$ cat config.mk
export PLATFORM = sky130hd
export DESIGN_NAME = gsaw_ctrl
export DESIGN_NICKNAME = d
export VERILOG_FILES = /design/src/rtl/core/assert_macros.svh /design/src/rtl/core/gsaw_pkg.sv /design/src/rtl/core/gsaw_ctrl.sv
export SDC_FILE = /design/constraint.sdc
export NUM_CORES = 1
export LEC_CHECK = 0
export ABC_AREA = 0
export BUFFER_PORTS_ARGS = -buffer_cell sky130_fd_sc_hd__buf_2
export CAP_MARGIN = 20
export CORE_AREA = 5 5 42 44
export CTS_BUF_LIST = sky130_fd_sc_hd__clkbuf_8
export CTS_CLUSTER_DIAMETER = 150
export DETAILED_ROUTE_END_ITERATION = 8
export DIE_AREA = 0 0 47 49
export PLACE_DENSITY_LB_ADDON = 0.3
export SYNTH_ARGS = -nofsm -noshare
export SYNTH_HDL_FRONTEND = slang
export SYNTH_SLANG_ARGS = --single-unit
$ cat constraint.sdc
create_clock -name clock -period 2.7 [get_ports clock]
set_input_delay 0.27 -clock clock [delete_from_list [all_inputs] [get_ports clock]]
set_output_delay 0.27 -clock clock [all_outputs]
set_load 0.005 [all_outputs]
$ cat src/rtl/core/assert_macros.svh
// Assertion macros shared by the lattice walker RTL.
`ifndef ASSERT_MACROS_SVH
`define ASSERT_MACROS_SVH

// Same-cycle implication, sampled on the rising clock edge, off during reset.
`define GSAW_ASSERT_IMPL(lbl, pre, post) \
   lbl: assert property (@(posedge clock) disable iff (reset) (pre) |-> (post)) \
      else $error("same-cycle implication failed");

// Next-cycle implication, sampled on the rising clock edge, off during reset.
`define GSAW_ASSERT_NEXT(lbl, pre, post) \
   lbl: assert property (@(posedge clock) disable iff (reset) (pre) |=> (post)) \
      else $error("next-cycle implication failed");

`endif

$ cat src/rtl/core/gsaw_pkg.sv
// Package of types and constants for the growing self-avoiding walk block.
package gsaw_pkg;

   localparam int unsigned DIM_DEFAULT = 512;
   localparam int unsigned POS_W       = 9;
   localparam int unsigned STEP_W      = 16;
   localparam int unsigned SUM_W       = 33;
   localparam int unsigned RND_W       = 16;

   localparam logic [STEP_W-1:0] MAX_STEPS_RESET = 16'd1024;

   localparam logic ACT_START = 1'b0;
   localparam logic ACT_STEP  = 1'b1;

   typedef enum logic [2:0] {
      ST_IDLE,
      ST_CLEAR,
      ST_RD_R,
      ST_RD_L,
      ST_RD_C,
      ST_PICK,
      ST_WRITE,
      ST_EMIT
   } state_type;

   typedef enum logic [1:0] {
      DIR_UP    = 2'd0,
      DIR_DOWN  = 2'd1,
      DIR_RIGHT = 2'd2,
      DIR_LEFT  = 2'd3
   } dir_type;

   typedef struct packed {
      logic start;
      logic step;
      logic ignore;
      logic clear;
      logic rd_r;
      logic rd_l;
      logic rd_c;
      logic pick;
      logic write;
      logic emit;
   } cmd_type;

   typedef struct packed {
      logic live;
      logic clear_last;
      logic dead;
      logic out_free;
   } status_type;

endpackage

$ cat src/rtl/core/gsaw_ctrl.sv
// Controller state machine that sequences start and step items for the walker.
module gsaw_ctrl (
   input  logic                  clock,
   input  logic                  reset,
   input  logic                  req_valid,
   input  logic                  req_action,
   output logic                  req_stall,
   input  gsaw_pkg::status_type  status,
   output gsaw_pkg::cmd_type     cmd
);
   import gsaw_pkg::*;

   state_type state_ff;
   state_type state_in;

   always_ff @(posedge clock) begin
      if (reset) begin
         state_ff <= ST_IDLE;
      end else begin
         state_ff <= state_in;
      end
   end

   always_comb begin
      state_in  = state_ff;
      cmd       = '0;
      req_stall = 1'b1;
      case (state_ff)
         ST_IDLE: begin
            req_stall = 1'b0;
            if (req_valid) begin
               if (req_action == ACT_START) begin
                  cmd.start = 1'b1;
                  state_in  = ST_CLEAR;
               end else if (status.live) begin
                  cmd.step = 1'b1;
                  state_in = ST_RD_R;
               end else begin
                  cmd.ignore = 1'b1;
                  state_in   = ST_EMIT;
               end
            end
         end
         ST_CLEAR: begin
            cmd.clear = 1'b1;
            if (status.clear_last) begin
               state_in = ST_EMIT;
            end
         end
         ST_RD_R: begin
            cmd.rd_r = 1'b1;
            state_in = ST_RD_L;
         end
         ST_RD_L: begin
            cmd.rd_l = 1'b1;
            state_in = ST_RD_C;
         end
         ST_RD_C: begin
            cmd.rd_c = 1'b1;
            state_in = ST_PICK;
         end
         ST_PICK: begin
            cmd.pick = 1'b1;
            state_in = status.dead ? ST_EMIT : ST_WRITE;
         end
         ST_WRITE: begin
            cmd.write = 1'b1;
            state_in  = ST_EMIT;
         end
         ST_EMIT: begin
            if (status.out_free) begin
               cmd.emit = 1'b1;
               state_in = ST_IDLE;
            end
         end
         default: begin
            state_in = ST_IDLE;
         end
      endcase
   end

endmodule

Word-level counts from Yosys, hierarchy flattened
Index checks and enable logic that the tools add are counted.

Equality and inequality tests: 10. Muxes and demuxes: 22. Reduce and logical (&&, ||, !) cells: 2.

Operators with widths (number): 3-bit one-hot mux with 8 select lines (1); 3-bit two-way mux (7); 1-bit two-way mux (13); 3-bit equality test, second input constant (4); 3-bit by 2-bit equality test with 1-bit output, second input constant (2); 2-bit != test, second input constant (3); 3-bit by 1-bit equality test with 1-bit output, second input constant (1); 3-bit logical NOT (1); 3-bit AND reduction (1); 2-bit two-way mux (1).

Flip-flop bits (word level): 3. Input port bits: 8. Output and inout port bits: 11. Word-level logic and storage cells: 35.

Depth between registers and ports, before layout
Word-level depth: 4. Gate-level depth with buffers: 5.

Least setup slack after synthesis
No wires, ideal clock.

Path type: register to output. Start: register state_ff[0]. End: output port cmd[7] in the netlist's numbering. Data arrival time: 0.883 ns. Setup slack: 1.547 ns. Stages on the path, launching flop included: 4. Path buffers: 0. Path through: dfxtp_1 -> nor3_1 -> nand2_1 -> nor3b_1.

RTL lines: start, declared (RTL line gsaw_ctrl.sv:13) `state_type state_ff;`; start signal, assigned (RTL line gsaw_ctrl.sv:20) `state_ff <= state_in;`; end, declared (RTL line gsaw_ctrl.sv:9) `output gsaw_pkg::cmd_type cmd`.

==> summary.txt <==
Power and ir drop
  • Clock share of power: 39.1%
  • Logic pwr share: 32.1%
  • Switching fraction of total power: 34.3%
  • P_leak: 0.206 nW
  • Share of power burned in registers: 28.8%
  • Pint: 0.208 mW
  • Pwr Density: 765 mW/mm^2
  • Switch Pwr: 0.109 mW
  • Peak VDD IR: 0.320 mV

Timing
  • Fmax: 611 MHz
  • Pins Over Slew Limit: 0
  • RSZ-0062 raised after global routing: no
  • Final setup fails: 0
  • Fin crit share: 60.6%
  • Final worst setup slack: 1.06 ns
  • Worst-margin pin slew: 0.420 ns
  • Clock Skews: 0.0000610 ns
  • Relative slew margins: 72.0%
  • Fin Setup TNS: 0 ns
  • Final hold violations: 0
  • Min cycle time layout: 1.64 ns

Synth
  • Cell area after synthesis: 274 um^2
  • Avg Cell Area, Syn: 7.21 um^2
  • Ys flop type: dfxtp_1
  • Top post-synthesis cells by area: dfxtp_1, nor3b_1, nor2_1, and3b_1, buf_2
  • Register bit count reported by yosys: 3
  • EDFF count, synth: 0
  • Synthesized instance count: 38
  • Sequential area share after synthesis: 21.9%
  • Yosys cell types: 18
  • Syn_nets: 46
  • Commonest cells in the netlist: nor2_1, nor3b_1, nand2_1, buf_2, dfxtp_1
  • Post-synth ARST share: 0%
  • Synth top area share: 21.9%
  • Synth area leader: dfxtp_1
  • Warning count from the yosys run: 0

Setup path
  • R2R Setup Slk: 1.28 ns
  • Worst r2r src: state_ff[0]
  • Crit path max fanout: 15
  • Worst Path Required: 2.43 ns
  • R2R depth: 3
  • Startpoint Class: register
  • Kind of critical path: reg2out
  • CP Capture Type: output port
  • FF-to-FF End: state_ff[1]
  • Crit path DAT: 1.37 ns

Route
  • Via count: 315
  • Initial DRC count: 1
  • Drt via density: 4.32
  • DRT Pass-1 Iters: 4
  • Number of antenna-violating nets in the routed design: 0
  • DRC Markers: 0
  • WL final: 767 um
  • WL/cell: 10.5 um

Clock tree
  • H-tree levels: 1
  • Post-CTS Setup Bufs: 0
  • Clock Root Buffer: clkbuf_8
  • Hold_buf cts: 0
  • Num CTS Buffers: 3
  • Clk sinks: 3
  • Clk Latency, worst-skew pair: 0.21 ns
  • CTS tree: yes
  • Post-CTS Resized: 0
  • Clock slew seen by the registers of the worst setup and hold paths: 0.03 ns
  • Clock buffer depth: 2

Floorplanning
  • Core Region: 0.00140 mm^2
  • Io pins: 19
  • Number of core rows: 14
  • Initial core utilization: 19.6%
  • Die H: 49 um
  • Chip width: 47 um
  • Die Area: 0.00230 mm^2

GRT
  • Vias in the first global route: 295
  • Total Routing Usage GR: 7.46%
  • First-pass GRT wire length: 1300 um
  • Initial antenna violation count: 0
  • Pin count of the biggest net entering global routing: 16
  • Grt ovf: 0

Final layout
  • Net count, final: 66
  • Layout area overhead: 51.1%
  • Max FFs per register: 3
  • Ant diodes: 0
  • Final Non-Filler Cells: 73
  • Layout cells sized above 1: 38.6%
  • Most flops, register: state_ff
  • Finished Cell Area: 414 um^2
  • Number of fill cells: 161
  • Biggest regs: state_ff: 3 flops

Min path
  • Hold WC Path Type: in2reg
  • Min-delay src: reset
  • Hold Path Stages: 2
  • End of the worst hold path: state_ff[0]

Placed design
  • GP Congestion: 0.674
  • Placed instance area: 369 um^2
  • Dpl ws: 1.29 ns
  • Post-Place Cells: 69
  • Dpl hpwl: 576 um
  • IO Port Bufs: 18

Flow run
  • Max-Cap Viols: 0

Run status
  • Status: finished, final reports clean
-- routing by layer --
layer / track usage [%] / wire length (um) / vias up / share of wire, %
li1: - / - / 176 / -
met1: 10.3 / 355 / 130 / 46
met2: 9.73 / 366 / 9 / 48
met3: 3.69 / 44 / 0 / 5.7
met4: 2.76 / 0 / 0 / 0
met5: 0 / 0 / - / 0
-- power groups by stage --
stage	clock, mW	combinational, mW	sequential (mW)
4_1_cts	0.125	0.104	0.0905
6_report	0.124	0.102	0.0914
3_3_place_gp	0	0.103	0.0909
5_1_grt	0.132	0.118	0.0966
2_1_floorplan	0	0.0915	0.0656
3_5_place_dp	0	0.103	0.0915
-- critical path: stages (launching register included) --
cell and delay (ns):
dfxtp_1 0.43, nor3_1 0.28, nand2_1 0.12, nor3b_1 0.19, buf_2 0.14
-- kinds of logic after synthesis --
group           count (synthesis)  share of synthesized area, %
simple gates                   23                          49.3
flops                           3                          21.9
buf+inv                         4                          6.85
compound gates                  8                          21.9
-- final cells by class --
type                    count  area (um^2)  area share [%]
multi-input cells          31          195            47.1
repair buffers             18         90.1            21.8
flip-flops and latches      3         60.1            14.5
clock buffers               3         41.3            9.97
well taps                  16         20.0            4.83
clock inverters             1         3.75           0.906
inverters                   1         3.75           0.906
-- through the flow --
step | total power [mW] | util [%] | hold WS [ns]
floorplan | 0.157 | - | 0.338
global placement | 0.194 | 26.3 | 0.476
detailed placement | 0.195 | 26.3 | 0.484
CTS | 0.320 | 29.6 | 0.266
global route | 0.347 | 29.6 | 0.271
finish | 0.317 | 29.6 | 0.265
-- cell usage in the layout (no fill, tap or decap), types with 2 or more instances in the layout --
cell type,netlist,routed
dfxtp_1,3,3
nor2b_1,2,2
inv_1,1,2
clkbuf_8,0,3
nand2_1,4,4
nor3_1,2,2
nor3b_1,5,5
nor2_1,5,5
buf_2,3,18
and3b_1,2,2
a211oi_1,2,2
o21ai_0,2,2
-- worst max path at each step --
stage / startpoint / to / slack [ns] / depth (start not counted)
global route: state_ff[0] / cmd[7] / 0.93 / 4
finish: state_ff[0] / cmd[7] / 1.06 / 4
global placement: state_ff[0] / state_ff[2] / 1.32 / 3
detailed placement: state_ff[0] / cmd[7] / 1.29 / 4
CTS: state_ff[0] / cmd[7] / 1.06 / 4
floorplan: state_ff[0] / cmd[7] / 1.55 / 3
Note: power is estimated with default switching activity, not from simulation.
